===== src/hgnm_pkg.sv =====
// hgnm_pkg: types and constants shared by the normal map controller,
// datapath and top level. No dependencies.
package hgnm_pkg;

  // Datapath operations, one per cycle.
  typedef enum logic [4:0] {
    OP_NONE,
    OP_LOAD,
    OP_RD1,
    OP_RD2,
    OP_RD3,
    OP_DIFF,
    OP_MULX,
    OP_MULY,
    OP_ABS,
    OP_SHIFT,
    OP_SQA,
    OP_SQB,
    OP_SQC,
    OP_SQD,
    OP_SQRT,
    OP_DIVI,
    OP_DIV,
    OP_OUT,
    OP_COMMIT
  } dp_op_t;

  // Which neighbour cell a normal belongs to.
  typedef enum logic [1:0] {
    EMIT_UP,
    EMIT_LEFT,
    EMIT_SELF
  } emit_t;

  typedef enum logic [4:0] {
    ST_IDLE,
    ST_RD1,
    ST_RD2,
    ST_RD3,
    ST_PICK,
    ST_DIFF,
    ST_MULX,
    ST_MULY,
    ST_ABS,
    ST_SHIFT,
    ST_SQA,
    ST_SQB,
    ST_SQC,
    ST_SQD,
    ST_SQRT,
    ST_DIVI,
    ST_DIV,
    ST_OUT,
    ST_COMMIT
  } ctrl_state_t;

  typedef struct packed {
    dp_op_t op;
    emit_t  kind;
    logic   last;
  } cmd_t;

  typedef struct packed {
    logic has_up;
    logic has_left;
    logic has_self;
    logic need_shift;
    logic out_free;
  } status_t;

  localparam logic [2:0] CFG_GRID_WIDTH  = 3'd0;
  localparam logic [2:0] CFG_GRID_HEIGHT = 3'd1;
  localparam logic [2:0] CFG_NODATA_CODE = 3'd2;
  localparam logic [2:0] CFG_NODATA_FILL = 3'd3;
  localparam logic [2:0] CFG_RELIEF_GAIN = 3'd4;

  localparam logic [10:0] RST_GRID_WIDTH  = 11'd1024;
  localparam logic [12:0] RST_GRID_HEIGHT = 13'd4096;
  localparam logic [23:0] RST_NODATA_CODE = 24'h800000;
  localparam logic [23:0] RST_NODATA_FILL = 24'h000000;
  localparam logic [15:0] RST_RELIEF_GAIN = 16'd1280;

  // 1.0 in slope units: 1000 mm per metre times the Q8.8 gain scale.
  localparam logic [17:0] UNIT_SCALE = 18'd256000;
  localparam logic [63:0] ROOT_ONE_START = 64'h4000_0000_0000_0000;
  localparam logic [4:0]  SQRT_LAST = 5'd31;
  localparam logic [4:0]  DIV_LAST  = 5'd15;
  localparam logic [14:0] Q15_MAX   = 15'h7FFF;

endpackage


===== src/hgnm_ctrl.sv =====
// hgnm_ctrl: sequencer for the normal map. Drives one datapath command a
// cycle. Depends on hgnm_pkg.
module hgnm_ctrl (
  input  logic               clk,
  input  logic               rst,
  input  logic               in_valid,
  output logic               in_stall,
  input  hgnm_pkg::status_t  st,
  output hgnm_pkg::cmd_t     cmd
);

  hgnm_pkg::ctrl_state_t state, state_next;
  hgnm_pkg::emit_t       kind, kind_next;
  logic                  last, last_next;
  logic                  pend_up, pend_up_next;
  logic                  pend_left, pend_left_next;
  logic                  pend_self, pend_self_next;
  logic [4:0]            cnt, cnt_next;

  assign in_stall = rst || (state != hgnm_pkg::ST_IDLE);

  always_ff @(posedge clk) begin
    if (rst) begin
      state     <= hgnm_pkg::ST_IDLE;
      kind      <= hgnm_pkg::EMIT_UP;
      last      <= 1'b0;
      pend_up   <= 1'b0;
      pend_left <= 1'b0;
      pend_self <= 1'b0;
      cnt       <= '0;
    end else begin
      state     <= state_next;
      kind      <= kind_next;
      last      <= last_next;
      pend_up   <= pend_up_next;
      pend_left <= pend_left_next;
      pend_self <= pend_self_next;
      cnt       <= cnt_next;
    end
  end

  always_comb begin
    state_next     = state;
    kind_next      = kind;
    last_next      = last;
    pend_up_next   = pend_up;
    pend_left_next = pend_left;
    pend_self_next = pend_self;
    cnt_next       = cnt;
    cmd.op         = hgnm_pkg::OP_NONE;
    cmd.kind       = kind;
    cmd.last       = last;
    case (state)
      hgnm_pkg::ST_IDLE: begin
        if (in_valid && !rst) begin
          cmd.op     = hgnm_pkg::OP_LOAD;
          state_next = hgnm_pkg::ST_RD1;
        end
      end
      hgnm_pkg::ST_RD1: begin
        cmd.op     = hgnm_pkg::OP_RD1;
        state_next = hgnm_pkg::ST_RD2;
      end
      hgnm_pkg::ST_RD2: begin
        cmd.op     = hgnm_pkg::OP_RD2;
        state_next = hgnm_pkg::ST_RD3;
      end
      hgnm_pkg::ST_RD3: begin
        cmd.op         = hgnm_pkg::OP_RD3;
        pend_up_next   = st.has_up;
        pend_left_next = st.has_left;
        pend_self_next = st.has_self;
        state_next     = hgnm_pkg::ST_PICK;
      end
      hgnm_pkg::ST_PICK: begin
        if (pend_up) begin
          kind_next    = hgnm_pkg::EMIT_UP;
          pend_up_next = 1'b0;
          last_next    = !pend_left && !pend_self;
          state_next   = hgnm_pkg::ST_DIFF;
        end else if (pend_left) begin
          kind_next      = hgnm_pkg::EMIT_LEFT;
          pend_left_next = 1'b0;
          last_next      = !pend_self;
          state_next     = hgnm_pkg::ST_DIFF;
        end else if (pend_self) begin
          kind_next      = hgnm_pkg::EMIT_SELF;
          pend_self_next = 1'b0;
          last_next      = 1'b1;
          state_next     = hgnm_pkg::ST_DIFF;
        end else begin
          state_next = hgnm_pkg::ST_COMMIT;
        end
      end
      hgnm_pkg::ST_DIFF: begin
        cmd.op     = hgnm_pkg::OP_DIFF;
        state_next = hgnm_pkg::ST_MULX;
      end
      hgnm_pkg::ST_MULX: begin
        cmd.op     = hgnm_pkg::OP_MULX;
        state_next = hgnm_pkg::ST_MULY;
      end
      hgnm_pkg::ST_MULY: begin
        cmd.op     = hgnm_pkg::OP_MULY;
        state_next = hgnm_pkg::ST_ABS;
      end
      hgnm_pkg::ST_ABS: begin
        cmd.op     = hgnm_pkg::OP_ABS;
        state_next = hgnm_pkg::ST_SHIFT;
      end
      hgnm_pkg::ST_SHIFT: begin
        if (st.need_shift) begin
          cmd.op = hgnm_pkg::OP_SHIFT;
        end else begin
          state_next = hgnm_pkg::ST_SQA;
        end
      end
      hgnm_pkg::ST_SQA: begin
        cmd.op     = hgnm_pkg::OP_SQA;
        state_next = hgnm_pkg::ST_SQB;
      end
      hgnm_pkg::ST_SQB: begin
        cmd.op     = hgnm_pkg::OP_SQB;
        state_next = hgnm_pkg::ST_SQC;
      end
      hgnm_pkg::ST_SQC: begin
        cmd.op     = hgnm_pkg::OP_SQC;
        state_next = hgnm_pkg::ST_SQD;
      end
      hgnm_pkg::ST_SQD: begin
        cmd.op     = hgnm_pkg::OP_SQD;
        cnt_next   = '0;
        state_next = hgnm_pkg::ST_SQRT;
      end
      hgnm_pkg::ST_SQRT: begin
        cmd.op   = hgnm_pkg::OP_SQRT;
        cnt_next = cnt + 5'd1;
        if (cnt == hgnm_pkg::SQRT_LAST) begin
          state_next = hgnm_pkg::ST_DIVI;
        end
      end
      hgnm_pkg::ST_DIVI: begin
        cmd.op     = hgnm_pkg::OP_DIVI;
        cnt_next   = '0;
        state_next = hgnm_pkg::ST_DIV;
      end
      hgnm_pkg::ST_DIV: begin
        cmd.op   = hgnm_pkg::OP_DIV;
        cnt_next = cnt + 5'd1;
        if (cnt == hgnm_pkg::DIV_LAST) begin
          state_next = hgnm_pkg::ST_OUT;
        end
      end
      hgnm_pkg::ST_OUT: begin
        if (st.out_free) begin
          cmd.op     = hgnm_pkg::OP_OUT;
          state_next = hgnm_pkg::ST_PICK;
        end
      end
      hgnm_pkg::ST_COMMIT: begin
        cmd.op     = hgnm_pkg::OP_COMMIT;
        state_next = hgnm_pkg::ST_IDLE;
      end
      default: begin
        state_next = hgnm_pkg::ST_IDLE;
      end
    endcase
  end

endmodule


===== config.mk =====
export PLATFORM = sky130hd
export DESIGN_NAME = hgnm_ctrl
export DESIGN_NICKNAME = d
export VERILOG_FILES = /design/src/hgnm_pkg.sv /design/src/hgnm_ctrl.sv
export SDC_FILE = /design/constraint.sdc
export NUM_CORES = 1
export LEC_CHECK = 0
export ABC_AREA = 1
export ABC_CLOCK_PERIOD_IN_PS = 1500
export BUFFER_PORTS_ARGS = -buffer_cell sky130_fd_sc_hd__buf_2
export CORE_MARGIN = 1
export CORE_UTILIZATION = 40
export CTS_CLUSTER_DIAMETER = 150
export DETAILED_ROUTE_END_ITERATION = 7
export HOLD_SLACK_MARGIN = 0.1
export PLACE_DENSITY = 0.72
export SLEW_MARGIN = 20
export SYNTH_ARGS = -nofsm -noshare
export SYNTH_HDL_FRONTEND = slang
export SYNTH_SLANG_ARGS = --single-unit
export TNS_END_PERCENT = 30

===== constraint.sdc =====
create_clock -name clk -period 1.5 [get_ports clk]
set_input_delay 0.3 -clock clk [delete_from_list [all_inputs] [get_ports clk]]
set_output_delay 0.3 -clock clk [all_outputs]
set_load 0.05 [all_outputs]

== Yosys cells after proc, flatten, opt, wreduce, memory -nomap -nowiden ==
Cells that the tools add are included.

* Register bits: 16
* Input bits: 8
* Output and inout bits: 9

* $add $sub $neg: 1
* Equality and inequality tests: 27
* Multiplexer cells: 26
* Reductions and logical operators: 17

{| class="wikitable"
|+ Operators with widths
! kind !! number
|-
| 5-bit one-hot mux with 18 select lines || 2
|-
| 5-bit by 4-bit equality test with 1-bit output (second input constant) || 9
|-
| 5-bit 2-to-1 mux || 9
|-
| 5-bit by 3-bit equality test with 1-bit output (second input constant) || 4
|-
| 5-bit equality test (second input constant) || 4
|-
| 2-bit != test (second input constant) || 7
|-
| 5-bit by 2-bit equality test with 1-bit output (second input constant) || 2
|-
| 5-bit one-hot mux with 2 select lines || 1
|-
| 1-bit 2-to-1 mux || 7
|-
| 2-bit 2-to-1 mux || 3
|-
| 1-bit one-hot mux with 2 select lines || 3
|-
| 5-bit by 1-bit adder with 5-bit output (second input constant) || 1
|-
| 5-bit by 1-bit equality test with 1-bit output (second input constant) || 1
|-
| 5-bit logical NOT || 1
|-
| 5-bit AND reduction || 1
|-
| 5-bit nonzero test || 1
|-
| 4-bit 2-to-1 mux || 1
|-
| 2-bit AND reduction || 2
|-
| 2-bit nonzero test || 2
|-
| 2-bit OR reduction || 2
|-
| 1-bit logical NOT || 3
|-
| 3-bit AND reduction || 1
|-
| 3-bit nonzero test || 1
|-
| 1-bit logical AND || 2
|-
| 1-bit logical OR || 1
|}

== Logic depth before layout (Yosys ltp) ==
Gate-level depths: netlist (run 1).

* Depth after elaboration: 4
* Mapped depth: 12
* Depth with buffers taken out: 12

== Worst setup path after synthesis (run 1) ==
Ideal clock, no wire load.

* Path kind: register -> output
* Start: register state[0]
* End: output port cmd[4] (netlist bit)
* Data arrival time: 1.919 ns
* Setup slack: -0.719 ns
* Cell stages (with the launch flop): 5
* Path buffers: 0
* Cell sequence: dfxtp_1 -> inv_2 -> nor3_2 -> inv_1 -> o21ai_0

{| class="wikitable"
|+ RTL lines
! element !! line !! source
|-
| start, declared || hgnm_ctrl.sv:12 || <nowiki>hgnm_pkg::ctrl_state_t state, state_next;</nowiki>
|-
| start signal, assigned || hgnm_ctrl.sv:24 || <nowiki>state <= hgnm_pkg::ST_IDLE;</nowiki>
|-
| start signal, assigned || hgnm_ctrl.sv:32 || <nowiki>state <= state_next;</nowiki>
|-
| end, declared || hgnm_ctrl.sv:9 || <nowiki>output hgnm_pkg::cmd_t cmd</nowiki>
|}

==> impl_metrics.py, run 1 <==
metrics = {
    "status": {
        "status": "complete, but fails checks",
        "violations": "design-rule violations, negative setup slack",
    },
    "global_route": {
        "grt_overflow": 0,
        "antenna_found_initial": 0,
        "grt_usage_pct": 25.7,
        "grt_max_degree": 11,
        "grt_pass1_vias": 1432,
        "grt_pass1_wl_um": 6470,
    },
    "finish": {
        "mostFrequentLayoutCell": "buf_4",
        "fin_area_um2": 2020,
        "drive_gt1_share_pct": 57.5,
        "fin_nets": 259,
        "fillers": 229,
        "final_cell_mix": "buf_4, nand2_1, nor2_1, a21oi_1, inv_1",
        "antenna_cells": 0,
        "area_delta_synth_final_pct": 63.9,
        "final_util_pct": 71.6,
    },
    "routing": {
        "ant_nets": 0,
        "drc": 2,
        "routedWlPerCell_um": 13.6,
        "wirelength_um": 3770,
        "dr.pass1.iters": 8,
        "first_iter_violations": 38,
        "vias": 1418,
        "routed_via_density": 5.10,
    },
    "sta": {
        "worst_slew_pin_slew_ps": 284,
        "fmax_mhz": 526,
        "setup_viol": 9,
        "skew_ps": 2.53,
        "hold_violations": 0,
        "fin_tns_setup_ps": -2060,
        "drv_slew": 0,
        "setup_ws_ps": -401,
        "layout_min_cycle_time_ps": 1900,
        "slew_headroom_pct": 80.9,
        "fin_crit_sh_pct": 127,
        "grt_setup_unrepaired": "yes",
    },
    "floorplanning": {
        "io_pins": 17,
        "core_area_um2": 2830,
        "die_x_um": 57.6,
        "dieHeight_um": 57.6,
        "row_count": 19,
        "start_util_pct": 43.7,
        "dieArea_um2": 3310,
    },
    "setup_path": {
        "cp_top_family": "buffers and inverters",
        "endpoint_kind": "output pin",
        "cp.required_ps": 1200,
        "critical_path.max_stage_delay_ps": 360,
        "critPathLaunchType": "flop",
        "worstPathCellList": "buf_12 > inv_8 > nand2_4 > inv_2 > nand2_2 > nand4_1 > a21oi_2 > nand3_4 > buf_8",
        "cp.buffers_inverters": 4,
        "critPathMaxFanout": 7,
        "critPathKind": "reg2out",
        "cp.arrival_ps": 1600,
        "critical_path.slowest_cell": "dfxtp_2",
    },
    "yosys": {
        "synth-seq-cells": 16,
        "synth_area_leaders": "dfxtp_1, nand2_1, nand3_1",
        "synth_top_area_cell": "dfxtp_1",
        "synth_top_area_share_pct": 25.9,
        "ys_types": 33,
        "ys_seq_area_share_pct": 25.9,
        "synth_nets": 189,
        "synth_area_um2": 1230,
        "yosysWarnings": 0,
        "synth_cells": 178,
        "avgSynthCellArea_um2": 6.94,
    },
    "power": {
        "ir_worst_vdd_v": 0.00103,
        "switchingPower_uw": 1420,
        "powerDensity_nw_per_um2": 1490,
        "p_clk_share_pct": 9.7,
        "p_comb_share_pct": 69.4,
        "pwr-share-seq_pct": 20.9,
        "p_leak_uw": 0.000974,
        "internal_power_uw": 1600,
        "p_sw_share_pct": 47.0,
    },
    "clocking": {
        "holdBufCountCts": 0,
        "clock-root-buffer": "clkbuf_4",
        "cts.sinks": 16,
        "cts_tree": "yes",
        "clock_path_buffers": 2,
        "htree_num_levels": 1,
        "clkTransAtPathRegs_ps": 90,
        "cts_buffers": 3,
        "clock_latency_ps": 300,
    },
    "placement": {
        "place_hpwl_um": 2610,
        "io_buffer_count": 16,
        "place_congestion": 0.881,
        "postPlaceCellArea_um2": 1740,
    },
    "run": {
        "maxCapViolations": 0,
    },
    "hold_path": {
        "hp-class": "in2reg",
    },
}
cell families after synthesis:
family	share of synthesized area, %
buffers and inverters	9.62
DFF	25.9
adders and majority gates	3.85
AOI/OAI and AO/OA	11.4
xor gates and xnor gates	0.709
and+or+nand+nor	48.4
synth_stat cells:
| master | number |
|---|---|
| a21oi_1 | 14 |
| a22oi_1 | 1 |
| buf_4 | 1 |
| buf_6 | 1 |
| clkbuf_1 | 1 |
| clkbuf_8 | 1 |
| dfxtp_1 | 16 |
| ha_1 | 3 |
| inv_1 | 16 |
| inv_2 | 6 |
| maj3_1 | 1 |
| nand2_1 | 32 |
| nand2_2 | 6 |
| nand2_4 | 5 |
| nand3_1 | 17 |
| nand3_4 | 2 |
| nand3b_1 | 1 |
| nand4_1 | 5 |
| nor2_1 | 20 |
| nor2_2 | 4 |
| nor2_4 | 6 |
| nor3_1 | 2 |
| nor3_2 | 1 |
| nor3_4 | 1 |
| nor4_1 | 1 |
| o21ai_0 | 7 |
| o21ai_1 | 1 |
| o21ai_2 | 1 |
| o22ai_1 | 1 |
| o32ai_1 | 1 |
| or2_2 | 1 |
| or2_4 | 1 |
| xor2_1 | 1 |
worst paths after layout:
path              cells after the start  slack [ps]  startpoint        to
setup / recovery                      9        -400    state[4]    cmd[6]
hold / removal                        3         240       st[4]   pend_up
setup reg to reg                     11         -60    state[1]  state[1]
hold reg to reg                       2         470      cnt[3]    cnt[3]
power by group through the flow:
| stage | Sequential, uW | Combinational [uW] | Clock [uW] |
|---|---|---|---|
| 6_report | 629 | 2090 | 294 |
| 5_1_grt | 646 | 2250 | 330 |
| 4_1_cts | 620 | 1960 | 299 |
| 3_5_place_dp | 605 | 1740 | 0 |
| 3_3_place_gp | 601 | 1730 | 0 |
| 2_1_floorplan | 583 | 1190 | 0 |
stage by stage:
| stage | std cells | setup slack [ps] | hold slack (ps) | total power, uW |
|---|---|---|---|---|
| 5_1_grt | 278 | -492 | 232 | 3230 |
| 6_report | 278 | -401 | 240 | 3020 |
| 3_5_place_dp | 264 | -292 | 454 | 2350 |
| 2_1_floorplan | 178 | -19.8 | 439 | 1780 |
| 4_1_cts | 275 | -350 | 238 | 2880 |
| 3_3_place_gp | 264 | -211 | 449 | 2330 |
metal layers:
layer	routed length (um)	share of wire [%]	global-route usage, %
met1	1710	45	32.9
met2	1920	51	45.3
met3	77	2.0	2.04
met4	52	1.4	8.71
met5	0	0	0
worst reg2reg max path, cell delays in order, from the launching register on:
cell,delay (ps)
dfxtp_4,460
buf_6,140
nor2_1,40
nand4_1,100
buf_6,130
buf_4,110
nand2_2,70
nor2_4,150
nand2_4,80
nand2_2,60
nand2_2,50
nor2_1,100
flip-flops by register name, indices dropped and copies added, names as in the netlist:
signal	flops
state	5
pend_left	1
kind	2
last	1
cnt	5
pend_up	1
pend_self	1
repair_timing:
| item | 4_1_cts | 5_1_grt |
|---|---|---|
| gates resized for setup | 40 | 15 |
| pin swaps | 12 | 3 |
| buffers inserted | 7 | 3 |
| endpoints found under the setup margin | 12 | 11 |
area by class of cell:
class | instances | area, um2 | share of cell area, %
multi-input combinational | 136 | 962 | 47.5
timing repair buffer | 69 | 554 | 27.4
sequential | 16 | 335 | 16.6
inverter | 22 | 97.6 | 4.82
tap | 31 | 38.8 | 1.92
clock buffer | 4 | 36.3 | 1.79
Power figures use the tool's default switching activity.
==> run 2: changes to the inputs <==
BUFFER_PORTS_ARGS = -buffer_cell sky130_fd_sc_hd__buf_4   (was -buffer_cell sky130_fd_sc_hd__buf_2)
CTS_CLUSTER_SIZE = 16   (was not set)
==> run 2 against run 1 <==
The run still ends with design-rule violations, negative setup slack left. First-iteration DRC count grew 95%. Clock-buffer cell count is the same. Global-route usage shrank 3.5 points. Clock power shrank 1%. Total power shrank 2.9%. Cell count shrank 3.6%. Non-clock buffer count shrank 10. Register-to-register slack gained 20 ps. Wire length shrank 7.4%. Worst setup slack gained 35 ps. Final area shrank 3.9%. Utilization shrank 2.8 points.
==> impl_metrics.py, run 2 (synthesis results as in run 1) <==
metrics = {
    "sta": {
        "drv_slew": 0,
        "slew_headroom_pct": 82.8,
        "setup_ws_ps": -366,
        "fmax_mhz": 536,
        "layout_min_cycle_time_ps": 1870,
        "worst_slew_pin_slew_ps": 257,
        "fin_crit_sh_pct": 124,
        "grt_setup_unrepaired": "yes",
        "holdWs_ps": 260,
        "setup_viol": 9,
        "hold_violations": 0,
        "skew_ps": 4.90,
    },
    "routing": {
        "ant_nets": 0,
        "routed_via_density": 5.26,
        "drc": 2,
        "routedWlPerCell_um": 13.0,
        "dr.pass1.iters": 8,
        "wirelength_um": 3490,
        "vias": 1411,
        "first_iter_violations": 74,
    },
    "floorplanning": {
        "core_area_um2": 2830,
        "start_util_pct": 43.7,
        "dieArea_um2": 3310,
        "io_pins": 17,
        "row_count": 19,
        "dieHeight_um": 57.6,
        "die_x_um": 57.6,
    },
    "clocking": {
        "htree_num_levels": 1,
        "cts_tree": "yes",
        "cts.sinks": 16,
        "clock_path_buffers": 2,
        "clkTransAtPathRegs_ps": 100,
        "clock_latency_ps": 290,
        "clock-root-buffer": "clkbuf_4",
        "holdBufCountCts": 0,
        "cts_buffers": 3,
    },
    "finish": {
        "final_cell_mix": "buf_4, nand2_1, nor2_1, inv_1, a21oi_1",
        "fin_cells": 268,
        "antenna_cells": 0,
        "fillers": 220,
        "fin_nets": 249,
        "drive_gt1_share_pct": 53.2,
        "reg_top3": "cnt x5, state x5, kind x2",
        "area_delta_synth_final_pct": 57.5,
        "final_util_pct": 68.8,
        "mostFrequentLayoutCell": "buf_4",
    },
    "placement": {
        "pre_cts_ws_ps": -131,
        "place_hpwl_um": 2700,
        "dp_cells": 258,
        "place_congestion": 0.912,
        "io_buffer_count": 16,
    },
    "status": {
        "status": "complete, but fails checks",
        "violations": "design-rule violations, negative setup slack",
    },
    "power": {
        "total_power_uw": 2930,
        "ir_worst_vdd_v": 0.000858,
        "powerDensity_nw_per_um2": 1500,
        "p_leak_uw": 0.000920,
    },
    "setup_path": {
        "endpoint_kind": "output pin",
        "critPathKind": "reg2out",
        "cp.required_ps": 1200,
        "critPathLaunchType": "flop",
        "cp.arrival_ps": 1570,
        "worstPathCellList": "buf_12 > nor3_4 > nand2_2 > nand4_1 > nor2_2 > nand3_4 > buf_6",
        "critical_path.max_stage_delay_ps": 370,
        "critPathMaxFanout": 7,
        "critical_path.slowest_cell": "dfxtp_4",
    },
    "global_route": {
        "grt_pass1_wl_um": 5760,
        "grt_overflow": 0,
        "antenna_found_initial": 0,
        "grt_usage_pct": 22.3,
        "grt_pass1_vias": 1377,
        "grt_max_degree": 11,
    },
    "run": {
        "maxCapViolations": 0,
    },
    "hold_path": {
        "hp-class": "in2reg",
    },
}
run 2: worst max-delay path: cells and delay by family (launching register included):
kind / cells / cell delay [ps]
buffers and inverters: 2 / 290
flip-flops: 1 / 370
AND/OR/NAND/NOR: 5 / 600
run 2: layout make-up:
cell class                      instances  area (um2)  area share [%]
Clock buffer                            4        36.3            1.86
Tap cell                               31        38.8            1.99
Inverter                               22        87.6            4.50
Sequential cell                        16         335            17.2
Timing Repair Buffer                   59         502            25.8
Multi-Input combinational cell        136         946            48.6
run 2: worst paths after layout:
check,from,end,slack [ps],cells after the start
min reg2reg,cnt[3],cnt[3],470,2
max,state[4],cmd[3],-370,7
max reg2reg,state[1],state[4],-40,11
min,st[3],pend_left,260,3
run 2: stage by stage:
step	setup TNS [ps]	cell area (um2)
3_5_place_dp	-571	1750
5_1_grt	-2710	1950
4_1_cts	-1860	1880
2_1_floorplan	-24.1	1320
6_report	-1960	1950
3_3_place_gp	-296	1750
run 2: what timing repair did:
item | 4_1_cts | 5_1_grt
setup endpoints to repair | 9 | 10
pin swaps | 6 | 7
hold endpoints to repair | 0 | 0
resized for setup | 17 | 19
setup buffers | 5 | 1
run 2: layer usage:
metal / routed length (um) / track usage [%] / vias to the layer above / share of wire [%]
li1: - / - / 701 / -
met4: 84 / 9.76 / 0 / 2.4
met2: 1830 / 40.0 / 39 / 52
met5: 0 / 0 / - / 0
met1: 1460 / 27.4 / 661 / 42
met3: 119 / 0.907 / 10 / 3.4
run 2: where the power goes:
group          internal (uW)  switching (uW)  total [uW]
registers                510            92.9         603
clock network            148             142         290
logic                    905            1130        2030
total                   1560            1360        2930
==> run 3: changes to the inputs <==
REMOVE_ABC_BUFFERS = 1   (was not set)
==> run 3 against run 2 <==
The flow still finishes with violations (design-rule violations, negative setup slack). Total power is 7.0% lower. First-iteration DRC count fell by 50%. Die area did not move. Clock skew about the same. Wire length fell by 5.8%. Worst setup slack lost 22 ps. Flip-flop and latch count is the same. Clock-buffer cell count unchanged. Critical path depth increased by 1. Fmax is 1.2% lower. Global-route usage fell by 0.50 points. Clock power rose by 4%. Critical path type unchanged. Largest power group unchanged. Highest routed layer unchanged.
==> impl_metrics.py, run 3 (synthesis results as in run 1) <==
metrics = {
    "status": {
        "status": "complete, but fails checks",
        "violations": "design-rule violations, negative setup slack",
    },
    "finish": {
        "fillers": 247,
        "drive_gt1_share_pct": 49.8,
        "multi_input_area_um2": 870,
        "ff_latch_area_um2": 337,
        "fin_cells": 268,
        "final_cell_mix": "buf_4, nand2_1, nor2_1, inv_1, nand3_1",
        "area_delta_synth_final_pct": 48.9,
        "fin_area_um2": 1840,
        "fin_nets": 249,
        "mostFrequentLayoutCell": "buf_4",
        "reg_top3": "cnt x5, state x5, kind x2",
        "antenna_cells": 0,
    },
    "global_route": {
        "grt_pass1_wl_um": 5550,
        "grt_pass1_vias": 1261,
        "grt_max_degree": 12,
        "grt_usage_pct": 21.8,
        "grt_overflow": 0,
        "antenna_found_initial": 0,
    },
    "clocking": {
        "holdBufCountCts": 0,
        "clock_latency_ps": 300,
        "cts.sinks": 16,
        "cts_buffers": 3,
        "clock_path_buffers": 2,
        "htree_num_levels": 1,
        "clkTransAtPathRegs_ps": 100,
        "clock-root-buffer": "clkbuf_4",
        "cts_tree": "yes",
    },
    "power": {
        "powerDensity_nw_per_um2": 1480,
        "p_leak_uw": 0.000903,
        "ir_worst_vdd_v": 0.000789,
    },
    "sta": {
        "fin_tns_setup_ps": -2200,
        "skew_ps": 4.47,
        "setup_ws_ps": -388,
        "fin_crit_sh_pct": 126,
        "hold_violations": 0,
        "slew_headroom_pct": 80.8,
        "worst_slew_pin_slew_ps": 286,
        "grt_setup_unrepaired": "yes",
        "fmax_mhz": 530,
        "layout_min_cycle_time_ps": 1890,
        "drv_slew": 0,
        "setup_viol": 7,
    },
    "setup_path": {
        "critPathLaunchType": "flop",
        "critPathKind": "reg2out",
        "r2r-start": "state[0]",
        "critical_path.max_stage_delay_ps": 380,
        "critical_path.slowest_cell": "dfxtp_4",
        "cp.buffers_inverters": 3,
        "critPathMaxFanout": 3,
        "endpoint_kind": "output pin",
        "crit_top_cell": "buf_6",
        "cp.arrival_ps": 1590,
        "cp.required_ps": 1200,
        "cp_top_family": "simple AND/OR/NAND/NOR gates",
        "critPathLaunch": "state[0]",
        "worstPathCellList": "buf_6 > nand2_1 > inv_1 > nand3_2 > nand4_1 > a21oi_2 > nand3_1 > buf_6",
    },
    "floorplanning": {
        "io_pins": 17,
        "dieArea_um2": 3310,
        "core_area_um2": 2830,
        "die_x_um": 57.6,
        "start_util_pct": 43.7,
        "dieHeight_um": 57.6,
        "row_count": 19,
    },
    "hold_path": {
        "hp-class": "in2reg",
        "holdCritStartpoint": "rst",
    },
    "placement": {
        "io_buffer_count": 16,
        "postPlaceCellArea_um2": 1610,
        "dp_cells": 255,
        "place_hpwl_um": 2370,
        "place_congestion": 0.918,
    },
    "routing": {
        "wirelength_um": 3290,
        "dr.pass1.iters": 6,
        "ant_nets": 0,
        "drc": 1,
        "routedWlPerCell_um": 12.3,
        "routed_via_density": 5.01,
        "vias": 1344,
        "first_iter_violations": 37,
    },
    "run": {
        "maxCapViolations": 0,
    },
}
-- run 3: per-layer routing --
metal	vias up	share of wire [%]	track usage [%]
met3	5	1.9	1.36
li1	707	-	-
met4	0	1.3	8.01
met2	17	48	38.2
met5	-	0	0
met1	615	48	27.9
-- run 3: where the power goes --
part	leakage, uW	internal [uW]	switching (uW)
logic	0.000748	773	1020
registers	0.000134	512	117
clock network	0.0000210	148	153
total	0.000903	1430	1290
-- run 3: timing repair --
item,in CTS,in global routing
pin swaps,7,3
endpoints found under the setup margin,11,12
setup buffers,9,0
gates resized for setup,33,8
-- run 3: final timing paths --
kind | to | slack [ps] | cells past startpoint
hold reg to reg | cnt[3] | 470 | 2
hold / removal | state[0] | 230 | 2
setup reg to reg | state[2] | -320 | 13
setup / recovery | cmd[6] | -390 | 8
-- run 3: area by class of cell --
type                            instances  area share, %
Inverter                               22           5.03
Timing Repair Buffer                   59           25.3
Sequential cell                        16           18.3
Multi-Input combinational cell        136           47.3
Clock buffer                            4           1.97
Tap cell                               31           2.11
-- run 3: worst register-to-register path, delay by kind of cell, from the launching register on --
family / cells / cell delay [ps]
and+or+nand+nor: 7 / 690
buffers and inverters: 6 / 670
DFF: 1 / 390
-- run 3: per-stage QoR --
step | hold slack (ps) | util [%] | power (uW) | setup WS, ps
after global placement | 448 | 57.0 | 2160 | -227
after global routing | 244 | 65.0 | 2890 | -471
after floorplan | 369 | - | 1590 | -822
after detailed placement | 453 | 57.0 | 2170 | -260
final | 232 | 65.0 | 2720 | -388
after CTS | 252 | 64.1 | 2660 | -341
